$ cat src/scc_ram.sv
// Simple dual-port synchronous RAM with registered read data.
`default_nettype none
module scc_ram #(
  parameter int WIDTH = 8,
  parameter int DEPTH = 16
) (
  input  wire logic                     clk,
  input  wire logic                     we,
  input  wire logic [$clog2(DEPTH)-1:0] waddr,
  input  wire logic [WIDTH-1:0]         wdata,
  input  wire logic [$clog2(DEPTH)-1:0] raddr,
  output logic      [WIDTH-1:0]         rdata
);
  logic [WIDTH-1:0] mem [DEPTH];

  always_ff @(posedge clk) begin
    if (we) begin
      mem[waddr] <= wdata;
    end
    rdata <= mem[raddr];
  end
endmodule
`default_nettype wire

$ cat config.mk
export PLATFORM = sky130hd
export DESIGN_NAME = scc_ram
export DESIGN_NICKNAME = d
export VERILOG_FILES = /design/src/scc_ram.sv
export SDC_FILE = /design/constraint.sdc
export NUM_CORES = 1
export LEC_CHECK = 0
export ABC_CLOCK_PERIOD_IN_PS = 1700
export CAP_MARGIN = 20
export CORE_MARGIN = 3
export CORE_UTILIZATION = 56
export CTS_CLUSTER_DIAMETER = 80
export DETAILED_ROUTE_END_ITERATION = 8
export DONT_BUFFER_PORTS = 1
export PLACE_DENSITY_LB_ADDON = 0.25
export SYNTH_ARGS = -nofsm -noshare
export SYNTH_HDL_FRONTEND = slang
export SYNTH_SLANG_ARGS = --single-unit
$ cat constraint.sdc
create_clock -name clk -period 1.7 [get_ports clk]
set_input_delay 0.255 -clock clk [delete_from_list [all_inputs] [get_ports clk]]
set_output_delay 0.255 -clock clk [all_outputs]
set_load 0.01 [all_outputs]
# Word level (Yosys, flattened, before mapping)
# Memory sizes are Yosys's and may differ from the RTL's. A register that Yosys moved wholly into a read port is not among the register bits.
# Index checks and enable logic that the tools add are counted.
dict set report totals {
  reg_bits 0
  latchBits 0
  mem_bits_rw 128
  rom_bits 0
  inputBits 18
  out_inout_bits 8
  elab_cells 3
  mem_count 1
}
# name words width rd rd_clocked_by_memory_dff wr line
set mem_list {}
lappend mem_list {mem 16 8 1 1 1 14} ;# logic [WIDTH-1:0] mem [DEPTH];
dict set report op_classes {
  addsub 0
  multipliers 0
  div 0
  magnitude_cmp 0
  n_eq_ne 0
  shifts 0
  n_mux 2
  bitwise_logic 0
  reduce_logical 0
}
# cell count
set op_table {}
lappend op_table {{$mux W1} 2}

# Depth between registers and ports, before layout
dict set report depth {
  ltp_word 2
  mapped_depth 5
}

# Least setup slack after synthesis
# OpenSTA, ideal clock, no wires.
dict set report synth_path {
  path_type {input port to flip-flop}
  startpoint {input waddr[2]}
  endpoint {memory mem[0][0] (enable)}
  setup_time_ns 0.383
  arrival_ns 1.365
  required_time_ns 1.317
  path_slack_ns -0.048
  path_stages 2
  cell_sequence {or3b_2 -> nor3_1}
}
# element line
set synth_rtl {}
lappend synth_rtl {{start: declaration} 9} ;# input wire logic [$clog2(DEPTH)-1:0] waddr,
lappend synth_rtl {{end: declaration} 14}
# No word-level cell before the write port.

==> results.json <==
{
  "synth_warnings": 0,
  "nets": 282,
  "ys_ff_latch": 136,
  "critical_path_class": "flip-flop to flip-flop",
  "max_cap_violations": 0,
  "grt_remaining_overflow": 0,
  "synth_top_family_by_area": "multiplexers",
  "maxSlewViolCount": 0,
  "cp-end-kind": "flip-flop",
  "cp.required_ns": 2.08,
  "synthSimpleGateAreaFrac_pct": 3.18,
  "power.leakage_uw": 0.00199,
  "num_vias": 2400,
  "start_kind": "flip-flop",
  "cts-root-buf": "clkbuf_8",
  "grt_pass1_wl_um": 14800,
  "die-area_um2": 10400,
  "synth_compound_area_share_pct": 2.33,
  "hold_viol": 0,
  "htreeDepth": 4,
  "drc": 0,
  "cts.reportedPaths.clkPinSlew_ns": 0.06,
  "vias_per_cell": 6.23,
  "rsz0062_at_grt": "no",
  "fin_crit_ns": 1.48,
  "fin_crit_sh_pct": 87.3,
  "cellPowerDensity_nw_per_um2": 1240,
  "grt_max_degree": 33,
  "clk_path_buf_depth": 2,
  "wl_per_cell_um": 25.2,
  "vdd_ir_drop_max_mv": 0.646,
  "numCtsBuffers": 17,
  "antenna_cells": 0,
  "num_io_pins": 26,
  "avgSynthCellArea_um2": 22.5,
  "portBuffers": 0,
  "dp_hpwl_um": 5710,
  "wirelength_um": 9690,
  "hold_class": "input port to flip-flop",
  "synthAdderAreaFrac_pct": 0,
  "ant_nets": 0,
  "hp-start": "raddr[1]",
  "fmaxAchievable_ghz": 0.674,
  "crit_start": "mem[0][0]",
  "cp.arrival_ns": 1.87,
  "max_slew_margin_pct": 57.2,
  "syn_nets": 247,
  "yosys.cell_types.count": 19,
  "setup_viol": 0,
  "tightestPinTransition_ns": 0.641,
  "synth_cells": 229,
  "clk_latency_ns": 0.51,
  "initial_utilization_pct": 58.5,
  "grt_pass1_vias": 2421,
  "total_power_uw": 7380,
  "synth_xor_area_share_pct": 0,
  "drt-initial-drc-count": 135,
  "core_area_um2": 8810,
  "gp_congestion": 0.742,
  "tritoncts": "done",
  "critPathMaxFanout": 1,
  "dr.pass1.iters": 5,
  "reg2reg_from": "mem[0][0]",
  "cts_resized": 0,
  "synthMuxAreaShare_pct": 15.0,
  "outcome": "finished clean",
  "drive_gt1_share_pct": 23.8,
  "antenna_found_initial": 0,
  "grt_use_total_pct": 20.8,
  "tns_ns": 0,
  "ys_seq_area_share_pct": 77.8,
  "cts_sinks": 136,
  "area_growth_pct": 15.9,
  "fin_worst_skew_ns": 0.00819,
  "netlist_area_um2": 5150,
  "die_w_um": 102,
  "die_y_um": 102,
  "rows": 34
}
[Yosys cell counts]
cell type	instances	share of area, %
buf_6	3	0.66
nor2_1	13	0.95
mux4_1	14	7.1
dfxtp_1	8	3.1
or3b_2	1	0.17
buf_4	1	0.15
nor3_1	4	0.39
and2_1	1	0.12
nand3_1	1	0.097
clkdlybuf4s25_2	3	0.58
a22oi_1	16	2.3
and2b_1	1	0.15
nand3b_1	2	0.29
mux4_2	18	7.9
nor2b_1	1	0.12
nand2b_1	2	0.24
nand2_1	9	0.66
edfxtp_1	128	75
buf_2	3	0.29
[cell type report]
type	count	area [um^2]
clock buffer	17	414
sequential	136	4000
tap	108	135
clock inverter	15	136
multi-input combinational	83	1060
fill	548	2840
timing repair buffer	26	215
[layer usage]
layer / part of all wire, % / track usage [%] / up-vias
met1: 44 / 31.1 / 1255
met4: 1.5 / 7.16 / 0
met5: 0 / 0 / -
met3: 6.9 / 5.46 / 10
li1: - / - / 1045
met2: 47 / 30.5 / 90
[placed cells by master (no fill, tap or decap)]
cell,count
nand3_1,1
clkbuf_8,1
and2_1,1
buf_4,18
clkbuf_16,16
nand3b_1,2
nor3_2,1
a22oi_1,16
dlygate4sd3_1,8
mux4_1,14
mux4_2,18
edfxtp_1,128
bufinv_16,2
clkinvlp_4,2
clkinv_1,4
or3b_2,1
dfxtp_1,8
nor2_1,13
clkinv_2,4
nor3_1,3
nor2b_1,1
nand2b_1,2
clkinv_4,3
nand2_1,9
and2b_1,1
[registers in the layout, summed over array words and instances, names as in the netlist]
signal	cells
mem	128
rdata	8
[what timing repair did]
item | 4_1_cts | 5_1_grt
setup buffers | 0 | 0
hold buffers | 8 | 0
endpoints found under the hold margin | 128 | 0
[cell families (layout without fill, tap and decap cells)]
| kind of cell | after synthesis | in the layout |
|---|---|---|
| AO/OA/AOI/OAI | 16 | 16 |
| buffers and inverters | 10 | 58 |
| flip-flops | 136 | 136 |
| multiplexers | 32 | 32 |
| AND/OR/NAND/NOR | 35 | 35 |
[worst paths after layout]
| check | endpoint | slack (ns) | cells after the start |
|---|---|---|---|
| setup / recovery | rdata[0] | 0.22 | 3 |
| hold / removal | rdata[3] | 0.07 | 3 |
| setup reg to reg | rdata[0] | 0.22 | 3 |
| hold reg to reg | rdata[7] | 0.68 | 3 |
[power by group]
part	total (uW)	switching, uW	internal [uW]
combinational	266	138	129
clock	3330	1270	2050
sequential	3790	37.2	3750
[critical path, cell delays in order, from the launching register on]
cell and delay, ns:
edfxtp_1 0.36, mux4_1 0.53, a22oi_1 0.36, nand2_1 0.10
[through the flow]
step	cell area [um^2]	util, %	setup WS [ns]	hold WS, ns	std cells
after floorplan	5150	-	0.179	0.354	229
after global placement	5340	60.6	0.274	0.355	345
after detailed placement	5340	60.6	0.290	0.354	345
after CTS	5970	67.8	0.251	0.0271	385
after global routing	5970	67.8	0.205	0.0608	385
final	5970	67.8	0.216	0.0667	385
Note: power is estimated with default switching activity, not from simulation.
