### src/scc_pkg.sv
// Shared types and constants for the strongly connected component counter.
`default_nettype none
package scc_pkg;
  localparam int MAX_NODES = 1024;
  localparam int MAX_EDGES = 4096;
  localparam int NODE_W    = $clog2(MAX_NODES);
  localparam int EIDX_W    = $clog2(MAX_EDGES);
  localparam int LINK_W    = EIDX_W + 1;
  localparam int CNT_W     = NODE_W + 1;
  localparam int ENTRY_W   = LINK_W + NODE_W;

  typedef logic [NODE_W-1:0]  node_t;
  typedef logic [EIDX_W-1:0]  eidx_t;
  typedef logic [LINK_W-1:0]  link_t;
  typedef logic [CNT_W-1:0]   cnt_t;
  typedef logic [ENTRY_W-1:0] entry_t;

  localparam link_t NULL_LINK = link_t'(MAX_EDGES);

  localparam logic [1:0] STATUS_OK    = 2'd0;
  localparam logic [1:0] STATUS_FULL  = 2'd1;
  localparam logic [1:0] STATUS_RANGE = 2'd2;

  // Requests from the sequencer to the graph memories.
  typedef struct packed {
    logic   oh_we;
    logic   ih_we;
    node_t  oh_waddr;
    node_t  ih_waddr;
    link_t  head_wdata;
    node_t  oh_raddr;
    node_t  ih_raddr;
    logic   sr_we;
    logic   sf_we;
    node_t  seen_waddr;
    logic   seen_wdata;
    node_t  seen_raddr;
    logic   edge_we;
    eidx_t  edge_waddr;
    entry_t fwd_wdata;
    entry_t rev_wdata;
    eidx_t  edge_raddr;
    logic   fin_we;
    node_t  fin_waddr;
    node_t  fin_wdata;
    node_t  fin_raddr;
    logic   stk_we;
    node_t  stk_waddr;
    entry_t stk_wdata;
    node_t  stk_raddr;
  } mem_req_t;

  // Registered read data coming back from the memories.
  typedef struct packed {
    link_t  oh_q;
    link_t  ih_q;
    logic   sr_q;
    logic   sf_q;
    entry_t fwd_q;
    entry_t rev_q;
    node_t  fin_q;
    entry_t stk_q;
  } mem_rsp_t;
endpackage
`default_nettype wire

### src/scc_ctrl.sv
// Sequencer: edge loading, both depth-first passes, result and clearing pass.
`default_nettype none
module scc_ctrl import scc_pkg::*; (
  input  wire logic       clk,
  input  wire logic       rst,
  input  wire logic       in_valid,
  output logic            in_ready,
  input  wire logic       opcode,
  input  wire cnt_t       edge_from,
  input  wire cnt_t       edge_to,
  input  wire cnt_t       n,
  input  wire logic       res_ready,
  output logic            res_valid,
  output cnt_t            res_count,
  output logic [1:0]      res_status,
  output mem_req_t        req,
  input  wire mem_rsp_t   rsp
);
  localparam logic [3:0] ST_CLEAR  = 4'd0;
  localparam logic [3:0] ST_IDLE   = 4'd1;
  localparam logic [3:0] ST_ADD    = 4'd2;
  localparam logic [3:0] ST_RSCAN  = 4'd3;
  localparam logic [3:0] ST_RSTART = 4'd4;
  localparam logic [3:0] ST_STEP   = 4'd5;
  localparam logic [3:0] ST_EDGE   = 4'd6;
  localparam logic [3:0] ST_CHK    = 4'd7;
  localparam logic [3:0] ST_POP    = 4'd8;
  localparam logic [3:0] ST_FSCAN  = 4'd9;
  localparam logic [3:0] ST_FREAD  = 4'd10;
  localparam logic [3:0] ST_FSTART = 4'd11;
  localparam logic [3:0] ST_DONE   = 4'd12;

  logic [3:0] state, state_next;
  node_t      clr_addr, clr_addr_next;
  link_t      edge_count, edge_count_next;
  logic [1:0] drop_flags, drop_flags_next;
  node_t      add_f, add_f_next, add_t, add_t_next;
  cnt_t       scan_i, scan_i_next;
  cnt_t       fin, fin_next;
  cnt_t       cnt, cnt_next;
  logic       dir, dir_next;   // high for the reverse pass
  cnt_t       depth, depth_next;
  node_t      top_node, top_node_next;
  link_t      top_ptr, top_ptr_next;
  node_t      cur_t, cur_t_next;

  cnt_t   from_m1, to_m1;
  logic   bad_node;
  entry_t edge_q;
  logic   seen_q;
  link_t  head_q;
  cnt_t   depth_m2;

  assign from_m1  = edge_from - cnt_t'(1);
  assign to_m1    = edge_to - cnt_t'(1);
  assign bad_node = (edge_from == '0) || (edge_from > n) || (edge_to == '0) || (edge_to > n);
  assign edge_q   = dir ? rsp.rev_q : rsp.fwd_q;
  assign seen_q   = dir ? rsp.sr_q : rsp.sf_q;
  assign head_q   = dir ? rsp.ih_q : rsp.oh_q;
  assign depth_m2 = depth - cnt_t'(2);

  assign in_ready   = (state == ST_IDLE);
  assign res_count  = cnt;
  assign res_status = drop_flags[1] ? STATUS_RANGE : (drop_flags[0] ? STATUS_FULL : STATUS_OK);

  always_comb begin
    state_next      = state;
    clr_addr_next   = clr_addr;
    edge_count_next = edge_count;
    drop_flags_next = drop_flags;
    add_f_next      = add_f;
    add_t_next      = add_t;
    scan_i_next     = scan_i;
    fin_next        = fin;
    cnt_next        = cnt;
    dir_next        = dir;
    depth_next      = depth;
    top_node_next   = top_node;
    top_ptr_next    = top_ptr;
    cur_t_next      = cur_t;
    res_valid       = 1'b0;
    req             = '0;

    case (state)
      ST_CLEAR: begin
        req.oh_we      = 1'b1;
        req.ih_we      = 1'b1;
        req.oh_waddr   = clr_addr;
        req.ih_waddr   = clr_addr;
        req.head_wdata = NULL_LINK;
        req.sr_we      = 1'b1;
        req.sf_we      = 1'b1;
        req.seen_waddr = clr_addr;
        req.seen_wdata = 1'b0;
        clr_addr_next  = clr_addr + node_t'(1);
        if (clr_addr == node_t'(MAX_NODES - 1)) begin
          state_next = ST_IDLE;
        end
      end
      ST_IDLE: begin
        req.oh_raddr = from_m1[NODE_W-1:0];
        req.ih_raddr = to_m1[NODE_W-1:0];
        if (in_valid) begin
          if (opcode) begin
            scan_i_next = '0;
            fin_next    = '0;
            cnt_next    = '0;
            dir_next    = 1'b1;
            state_next  = ST_RSCAN;
          end else if (bad_node) begin
            drop_flags_next = drop_flags | 2'b10;
          end else if (edge_count[EIDX_W]) begin
            drop_flags_next = drop_flags | 2'b01;
          end else begin
            add_f_next = from_m1[NODE_W-1:0];
            add_t_next = to_m1[NODE_W-1:0];
            state_next = ST_ADD;
          end
        end
      end
      ST_ADD: begin
        // Head reads issued in the idle cycle are back; link the new edge in front.
        req.edge_we     = 1'b1;
        req.edge_waddr  = edge_count[EIDX_W-1:0];
        req.fwd_wdata   = {rsp.oh_q, add_t};
        req.rev_wdata   = {rsp.ih_q, add_f};
        req.oh_we       = 1'b1;
        req.ih_we       = 1'b1;
        req.oh_waddr    = add_f;
        req.ih_waddr    = add_t;
        req.head_wdata  = edge_count;
        edge_count_next = edge_count + link_t'(1);
        state_next      = ST_IDLE;
      end
      ST_RSCAN: begin
        req.seen_raddr = scan_i[NODE_W-1:0];
        req.ih_raddr   = scan_i[NODE_W-1:0];
        if (scan_i == n) begin
          scan_i_next = fin;
          dir_next    = 1'b0;
          state_next  = ST_FSCAN;
        end else begin
          state_next = ST_RSTART;
        end
      end
      ST_RSTART: begin
        if (!rsp.sr_q) begin
          req.sr_we      = 1'b1;
          req.seen_waddr = scan_i[NODE_W-1:0];
          req.seen_wdata = 1'b1;
          top_node_next  = scan_i[NODE_W-1:0];
          top_ptr_next   = rsp.ih_q;
          depth_next     = cnt_t'(1);
          state_next     = ST_STEP;
        end else begin
          scan_i_next = scan_i + cnt_t'(1);
          state_next  = ST_RSCAN;
        end
      end
      ST_STEP: begin
        req.edge_raddr = top_ptr[EIDX_W-1:0];
        req.stk_raddr  = depth_m2[NODE_W-1:0];
        if (top_ptr[EIDX_W]) begin
          if (dir && fin < cnt_t'(MAX_NODES)) begin
            req.fin_we    = 1'b1;
            req.fin_waddr = fin[NODE_W-1:0];
            req.fin_wdata = top_node;
            fin_next      = fin + cnt_t'(1);
          end
          if (depth == cnt_t'(1)) begin
            depth_next = '0;
            if (dir) begin
              scan_i_next = scan_i + cnt_t'(1);
              state_next  = ST_RSCAN;
            end else begin
              scan_i_next = scan_i - cnt_t'(1);
              state_next  = ST_FSCAN;
            end
          end else begin
            depth_next = depth - cnt_t'(1);
            state_next = ST_POP;
          end
        end else begin
          state_next = ST_EDGE;
        end
      end
      ST_POP: begin
        top_node_next = rsp.stk_q[NODE_W-1:0];
        top_ptr_next  = rsp.stk_q[ENTRY_W-1:NODE_W];
        state_next    = ST_STEP;
      end
      ST_EDGE: begin
        top_ptr_next   = edge_q[ENTRY_W-1:NODE_W];
        cur_t_next     = edge_q[NODE_W-1:0];
        req.seen_raddr = edge_q[NODE_W-1:0];
        req.oh_raddr   = edge_q[NODE_W-1:0];
        req.ih_raddr   = edge_q[NODE_W-1:0];
        state_next     = ST_CHK;
      end
      ST_CHK: begin
        // Descend only into live, unvisited nodes while the stack has room.
        if ({1'b0, cur_t} < n && !seen_q && depth < cnt_t'(MAX_NODES)) begin
          req.sr_we      = dir;
          req.sf_we      = !dir;
          req.seen_waddr = cur_t;
          req.seen_wdata = 1'b1;
          req.stk_we     = 1'b1;
          req.stk_waddr  = depth_m2[NODE_W-1:0] + node_t'(1);
          req.stk_wdata  = {top_ptr, top_node};
          top_node_next  = cur_t;
          top_ptr_next   = head_q;
          depth_next     = depth + cnt_t'(1);
        end
        state_next = ST_STEP;
      end
      ST_FSCAN: begin
        req.fin_raddr = scan_i[NODE_W-1:0] - node_t'(1);
        if (scan_i == '0) begin
          state_next = ST_DONE;
        end else begin
          state_next = ST_FREAD;
        end
      end
      ST_FREAD: begin
        cur_t_next     = rsp.fin_q;
        req.seen_raddr = rsp.fin_q;
        req.oh_raddr   = rsp.fin_q;
        state_next     = ST_FSTART;
      end
      ST_FSTART: begin
        if ({1'b0, cur_t} < n && !rsp.sf_q) begin
          req.sf_we      = 1'b1;
          req.seen_waddr = cur_t;
          req.seen_wdata = 1'b1;
          cnt_next       = cnt + cnt_t'(1);
          top_node_next  = cur_t;
          top_ptr_next   = rsp.oh_q;
          depth_next     = cnt_t'(1);
          state_next     = ST_STEP;
        end else begin
          scan_i_next = scan_i - cnt_t'(1);
          state_next  = ST_FSCAN;
        end
      end
      ST_DONE: begin
        if (res_ready) begin
          res_valid       = 1'b1;
          edge_count_next = '0;
          drop_flags_next = '0;
          clr_addr_next   = '0;
          state_next      = ST_CLEAR;
        end
      end
      default: begin
        state_next = ST_CLEAR;
      end
    endcase
  end

  always_ff @(posedge clk) begin
    if (rst) begin
      state      <= ST_CLEAR;
      clr_addr   <= '0;
      edge_count <= '0;
      drop_flags <= '0;
      depth      <= '0;
    end else begin
      state      <= state_next;
      clr_addr   <= clr_addr_next;
      edge_count <= edge_count_next;
      drop_flags <= drop_flags_next;
      depth      <= depth_next;
    end
  end

  always_ff @(posedge clk) begin
    add_f    <= add_f_next;
    add_t    <= add_t_next;
    scan_i   <= scan_i_next;
    fin      <= fin_next;
    cnt      <= cnt_next;
    dir      <= dir_next;
    top_node <= top_node_next;
    top_ptr  <= top_ptr_next;
    cur_t    <= cur_t_next;
  end
endmodule
`default_nettype wire

### config.mk
export PLATFORM = sky130hd
export DESIGN_NAME = scc_ctrl
export DESIGN_NICKNAME = d
export VERILOG_FILES = /design/src/scc_pkg.sv /design/src/scc_ctrl.sv
export SDC_FILE = /design/constraint.sdc
export NUM_CORES = 1
export LEC_CHECK = 0
export BUFFER_PORTS_ARGS = -buffer_cell sky130_fd_sc_hd__buf_2
export CORE_UTILIZATION = 35
export DETAILED_ROUTE_END_ITERATION = 7
export MAX_ROUTING_LAYER = met4
export PLACE_DENSITY_LB_ADDON = 0.08
export SLEW_MARGIN = 30
export SYNTH_ARGS = -nofsm -noshare
export SYNTH_HDL_FRONTEND = slang
export SYNTH_SLANG_ARGS = --single-unit
export TNS_END_PERCENT = 10
### constraint.sdc
create_clock -name clk -period 4.8 [get_ports clk]
set_clock_uncertainty 0.15 [all_clocks]
set_input_delay 0.24 -clock clk [delete_from_list [all_inputs] [get_ports clk]]
set_output_delay 0.24 -clock clk [all_outputs]
set_load 0.05 [all_outputs]
## Word level (Yosys, flattened, before mapping)

Cells that the tools add are included.
W data, S select, Z words.

| cells by class | value |
|---|---|
| $add $sub $neg | 13 |
| multipliers | 0 |
| div/mod/pow operators | 0 |
| order comparisons | 5 |
| equality and inequality tests | 34 |
| shift operators | 0 |
| mux-type cells | 83 |
| bitwise operators | 3 |
| reduce and logical (&&, ||, !) cells | 39 |

Operator list:

| kind | count |
|---|---|
| $mux W11 | 17 |
| $pmux W10 S3 | 3 |
| $pmux W11 S4 | 2 |
| $mux W13 | 6 |
| $pmux W35 S2 | 1 |
| $mux W34 | 2 |
| $pmux W13 S5 | 1 |
| $mux W10 | 6 |
| $mux W59 | 1 |
| $pmux W11 S5 | 1 |
| $pmux W4 S12 | 1 |
| $add A11 B1 Y11 const B | 4 |
| $mux W4 | 11 |
| $pmux W11 S2 | 2 |
| $mux W21 | 2 |
| $pmux W10 S2 | 2 |
| $pmux W10 S4 | 1 |
| $logic_not A11 Y1 | 3 |
| $mux W33 | 1 |
| $sub A10 B1 Y10 const B | 3 |
| $ne A2 B2 Y1 const B | 14 |
| $pmux W13 S2 | 1 |
| $reduce_and A5 Y1 | 5 |
| $mux W23 | 1 |
| other kinds (36) | 86 |

| storage, ports and cells | value |
|---|---|
| register bits after elaboration | 127 |
| bits in latches | 0 |
| bits in writable memories | 0 |
| memory bits (read-only) | 0 |
| word-level logic and storage cells | 192 |
| memories | 0 |

## Depth between registers and ports, before layout

| logic depth | value |
|---|---|
| depth after elaboration | 8 |
| depth in mapped cells | 10 |
| mapped depth without buffers | 9 |

## Least setup slack after synthesis

OpenSTA, ideal clock, no wires.

| path | value |
|---|---|
| path kind | register to register |
| start | register cur_t[6] |
| end | register top_node[0] (enable) |
| setup time | 434 ps |
| arrival | 3,392 ps |
| slack | 824 ps |
| cell stages (with the launch flop) | 9 |
| buffers on the path | 0 |
| clock period less this slack | 3,976 ps |
| cell sequence | edfxtp_1 > ha_1 > a21oi_1 > o21ai_0 > a21oi_1 > o221ai_2 > a22oi_2 > nand2_1 > a2111oi_0 |

| between the ends | value |
|---|---|
| longest elaborated chain between the ends | 5 |

Ends and longest elaborated chain:

| element | RTL line | text |
|---|---|---|
| from (decl) | scc_ctrl.sv:45 | `node_t cur_t, cur_t_next;` |
| from (signal assigned) | scc_ctrl.sv:285 | `cur_t <= cur_t_next;` |
| $lt A10 B11 Y1 (*) | scc_ctrl.sv:202, scc_ctrl.sv:231 |  |
| $logic_and A1 B1 Y1 (2 in a row) | scc_ctrl.sv:202 | `if ({1'b0, cur_t} < n && !seen_q && depth < cnt_t'(MAX_NODES)) begin` |
| $ne A2 B2 Y1 (no line) | - |  |
| $reduce_and A4 Y1 (no line) (*) | - |  |
| to (signal assigned) | scc_ctrl.sv:283 | `top_node <= top_node_next;` |
| to (decl) | scc_ctrl.sv:43 | `node_t top_node, top_node_next;` |

Every way passes the cells marked *; elsewhere a longest branch is shown, timed or not.
A chain may end at the register's enable or synchronous reset.

==> summary.md <==
| Metric | Value |
|---|---|
| Status | finished, final reports clean |
| Crit-path max FO | 27 |
| Final WL | 41.95 mm |
| Area Growth Syn to Fin | 28.06% |
| Final period util | 89.41% |
| Chip height | 173.2 um |
| Initial DRC count | 915 |
| Sequential cell area | 3415 um^2 |
| Largest net degree at the start of global routing | 49 |
| Number of top-level pins | 384 |
| CP Launch Type | flip-flop |
| Initial antenna violation count | 2 |
| Detailed Place HPWL | 32.72 mm |
| Remaining antenna violation count | 0 |
| Synth Flop Type | edfxtp_1 |
| Filler cell count | 2,912 |
| RSZ-0062 raised after global routing | no |
| Port Buf Inserts | 383 |
| VDD IR max | 0.0001783 V |
| Maxcap violations | 0 |
| Max Freq | 0.2330 GHz |
| Clock Latency Late Sink | 0.44 ns |
| Synthesized area | 10,260 um^2 |
| Min-delay worst type | input port to flip-flop |
| CTS buffer count | 17 |
| Synth Net Count | 1,419 |
| Leak pwr | 6.610 nW |
| DRC | 0 |
| Final hold slack | 0.01591 ns |
| Worst path arrival time | 3.90 ns |
| Global-route wire length before repair | 62.20 mm |
| Hold Fails Final Rpt | 0 |
| 1st-pass router iterations | 5 |
| Synthesized flop and latch total | 127 |
| CTS tree | done |
| GPL Wtd Cong | 0.9532 |
| Slew headroom | 33.65% |
| CTS Buffer Depth | 2 |
| Crit Path Class | flip-flop to output pin |
| EDFF count, synth | 87 |
| Vias in the first global route | 10.21k |
| Endpoint class of the critical path | output pin |
| Area of the multi-input gates | 6291 um^2 |
| Vias/cell | 5.509 |
| WP data required | 4.41 ns |
| Total grt overflow | 0 |
| Synth unique cells | 85 |
| Drt wl/cell | 21.34 um |
| CTS sink count | 127 |
| CORE AREA | 28,780 um^2 |
| Die width | 173.2 um |
| Setup TNS | 0 ns |
| CTS resizes | 0 |
| Final min period | 4.292 ns |
| Pwr Density | 208.9 nW/um^2 |
| Vias | 10.83k |
| Reg clk slew, reported paths | 0.06 ns |
| Ys async rst share | 0% |
| Clock root cell | clkbuf_16 |
| Ratio of cells with drive above 1 in the final layout | 31.27% |
| # rows | 62 |
| Global-route usage over all layers | 28.12% |
| Post-synthesis sequential area ratio | 33.28% |
| Die area | 29,990 um^2 |
| Worst slew pin tran | 0.9879 ns |
| Initial Util | 35.64% |
| Final Max Tran Viols | 0 |
| Syn avg cell area | 8.345 um^2 |
| Setup violations, final | 0 |
| NumNets Final | 1,757 |
| Synth Warn # | 0 |
| H-tree Lvls | 4 |
| Mapped Cells | 1,229 |
==> logic make-up (layout without fill, tap and decap cells) <==
| group | after synthesis | count (layout) | synth area share, % |
|---|---|---|---|
| fa+ha+maj | 45 | 45 | 5.490 |
| buf+inv | 135 | 486 | 5.880 |
| flops | 127 | 127 | 33.28 |
| mux | 25 | 25 | 2.440 |
| other cells | 0 | 2 | 0 |
| compound gates | 224 | 224 | 15.66 |
| xor+xnor | 87 | 87 | 7.430 |
| simple gates | 586 | 586 | 29.82 |
==> Yosys cell counts (all sizes together) (4+ instances only) <==
library cell	number	area, um^2
o221ai	13	120.1
and2	60	377.9
a211oi	7	52.55
a22oi	15	117.6
a21oi	58	294.0
ha	45	563.0
dfxtp	40	800.8
nor2b	11	68.82
buf	38	237.7
nor4	17	142.6
inv	38	142.6
nor3	22	131.4
a32o	4	40.04
nand2	135	506.7
xor2	59	516.8
nand3	30	155.1
o221a	5	56.30
nand4	18	112.6
nor2	136	515.5
clkbuf	59	222.7
or2	26	165.2
or3	13	81.33
nor3b	8	65.06
o21ai	46	234.0
edfxtp	87	2613
mux2i	25	250.2
o31ai	6	45.04
xnor2	28	245.2
nand2b	11	71.32
a221o	32	320.3
and3	87	545.5
==> sequential cells by signal (all words and copies together) (netlist names) <==
name	count
top_node	10
drop_flags	2
edge_count	13
add_t	10
res_count	11
clr_addr	10
scan_i	11
depth	11
fin	11
top_ptr	13
dir	1
add_f	10
state	4
cur_t	10
==> worst max-delay path: stages, from the launching register on <==
cell     delay [ns]
dfxtp_1        0.86
nor2b_1        0.21
buf_4          0.24
nand3_1        0.42
or2_1          0.61
inv_1          0.60
and3_1         0.26
buf_2          0.26
==> metrics by stage <==
stage	cell area (um^2)	total power [W]	instances	util, %	setup WS (ns)
CTS	13110	0.002764	1964	45.57	0.5592
global placement	12350	0.001440	1915	42.91	1.164
finish	13130	0.002744	1966	45.64	0.5081
global route	13130	0.002824	1966	45.64	0.2910
detailed placement	12350	0.001441	1915	42.91	1.020
floorplan	10260	0.001309	1229	-	0.8243
==> per-layer routing <==
layer,vias up,GRT usage (%),part of all wire [%]
met1,5148,36.89,44
li1,5103,-,-
met4,0,8.112,2.1
met3,45,5.431,7.8
met5,-,-,0
met2,534,43.88,47
==> cell usage in the layout (no fill, tap or decap), drive strengths merged, types with 25 or more instances in the layout <==
master  synthesis  final
buf            38    399
nor2          136    136
nand2         135    135
edfxtp         87     87
and3           87     87
and2           60     60
xor2           59     59
a21oi          58     58
o21ai          46     46
ha             45     45
inv            38     45
dfxtp          40     40
a221o          32     32
nand3          30     30
xnor2          28     28
or2            26     26
mux2i          25     25
==> worst paths after layout <==
path,startpoint,to,slack [ns],cells after the start
hold reg to reg,drop_flags[0],drop_flags[0],0.30,2
hold / removal,rsp[104],top_ptr[10],0.02,2
setup reg to reg,state[3],top_ptr[11],1.39,7
setup / recovery,state[2],req[36],0.51,7
==> timing repair <==
action	in CTS	in global routing
hold endpoints to repair	10	0
buffers inserted	0	0
hold buffers	17	0
==> report_power, final <==
part / switching [W] / internal (W)
Clock: 0.000547 / 0.000766
Sequential: 0.00000280 / 0.00116
Combinational: 0.000155 / 0.000109
==> area by class of cell <==
cell class,count,share of cell area (%)
Inverter,38,1.086
Clock inverter,11,0.6669
Timing Repair Buffer,416,16.80
Antenna cell,2,0.03811
Clock buffer,21,3.849
Multi-Input combinational cell,967,47.90
Sequential cell,127,26.00
Tap cell,384,3.658
No activity file was read; power rests on OpenSTA's default activity.
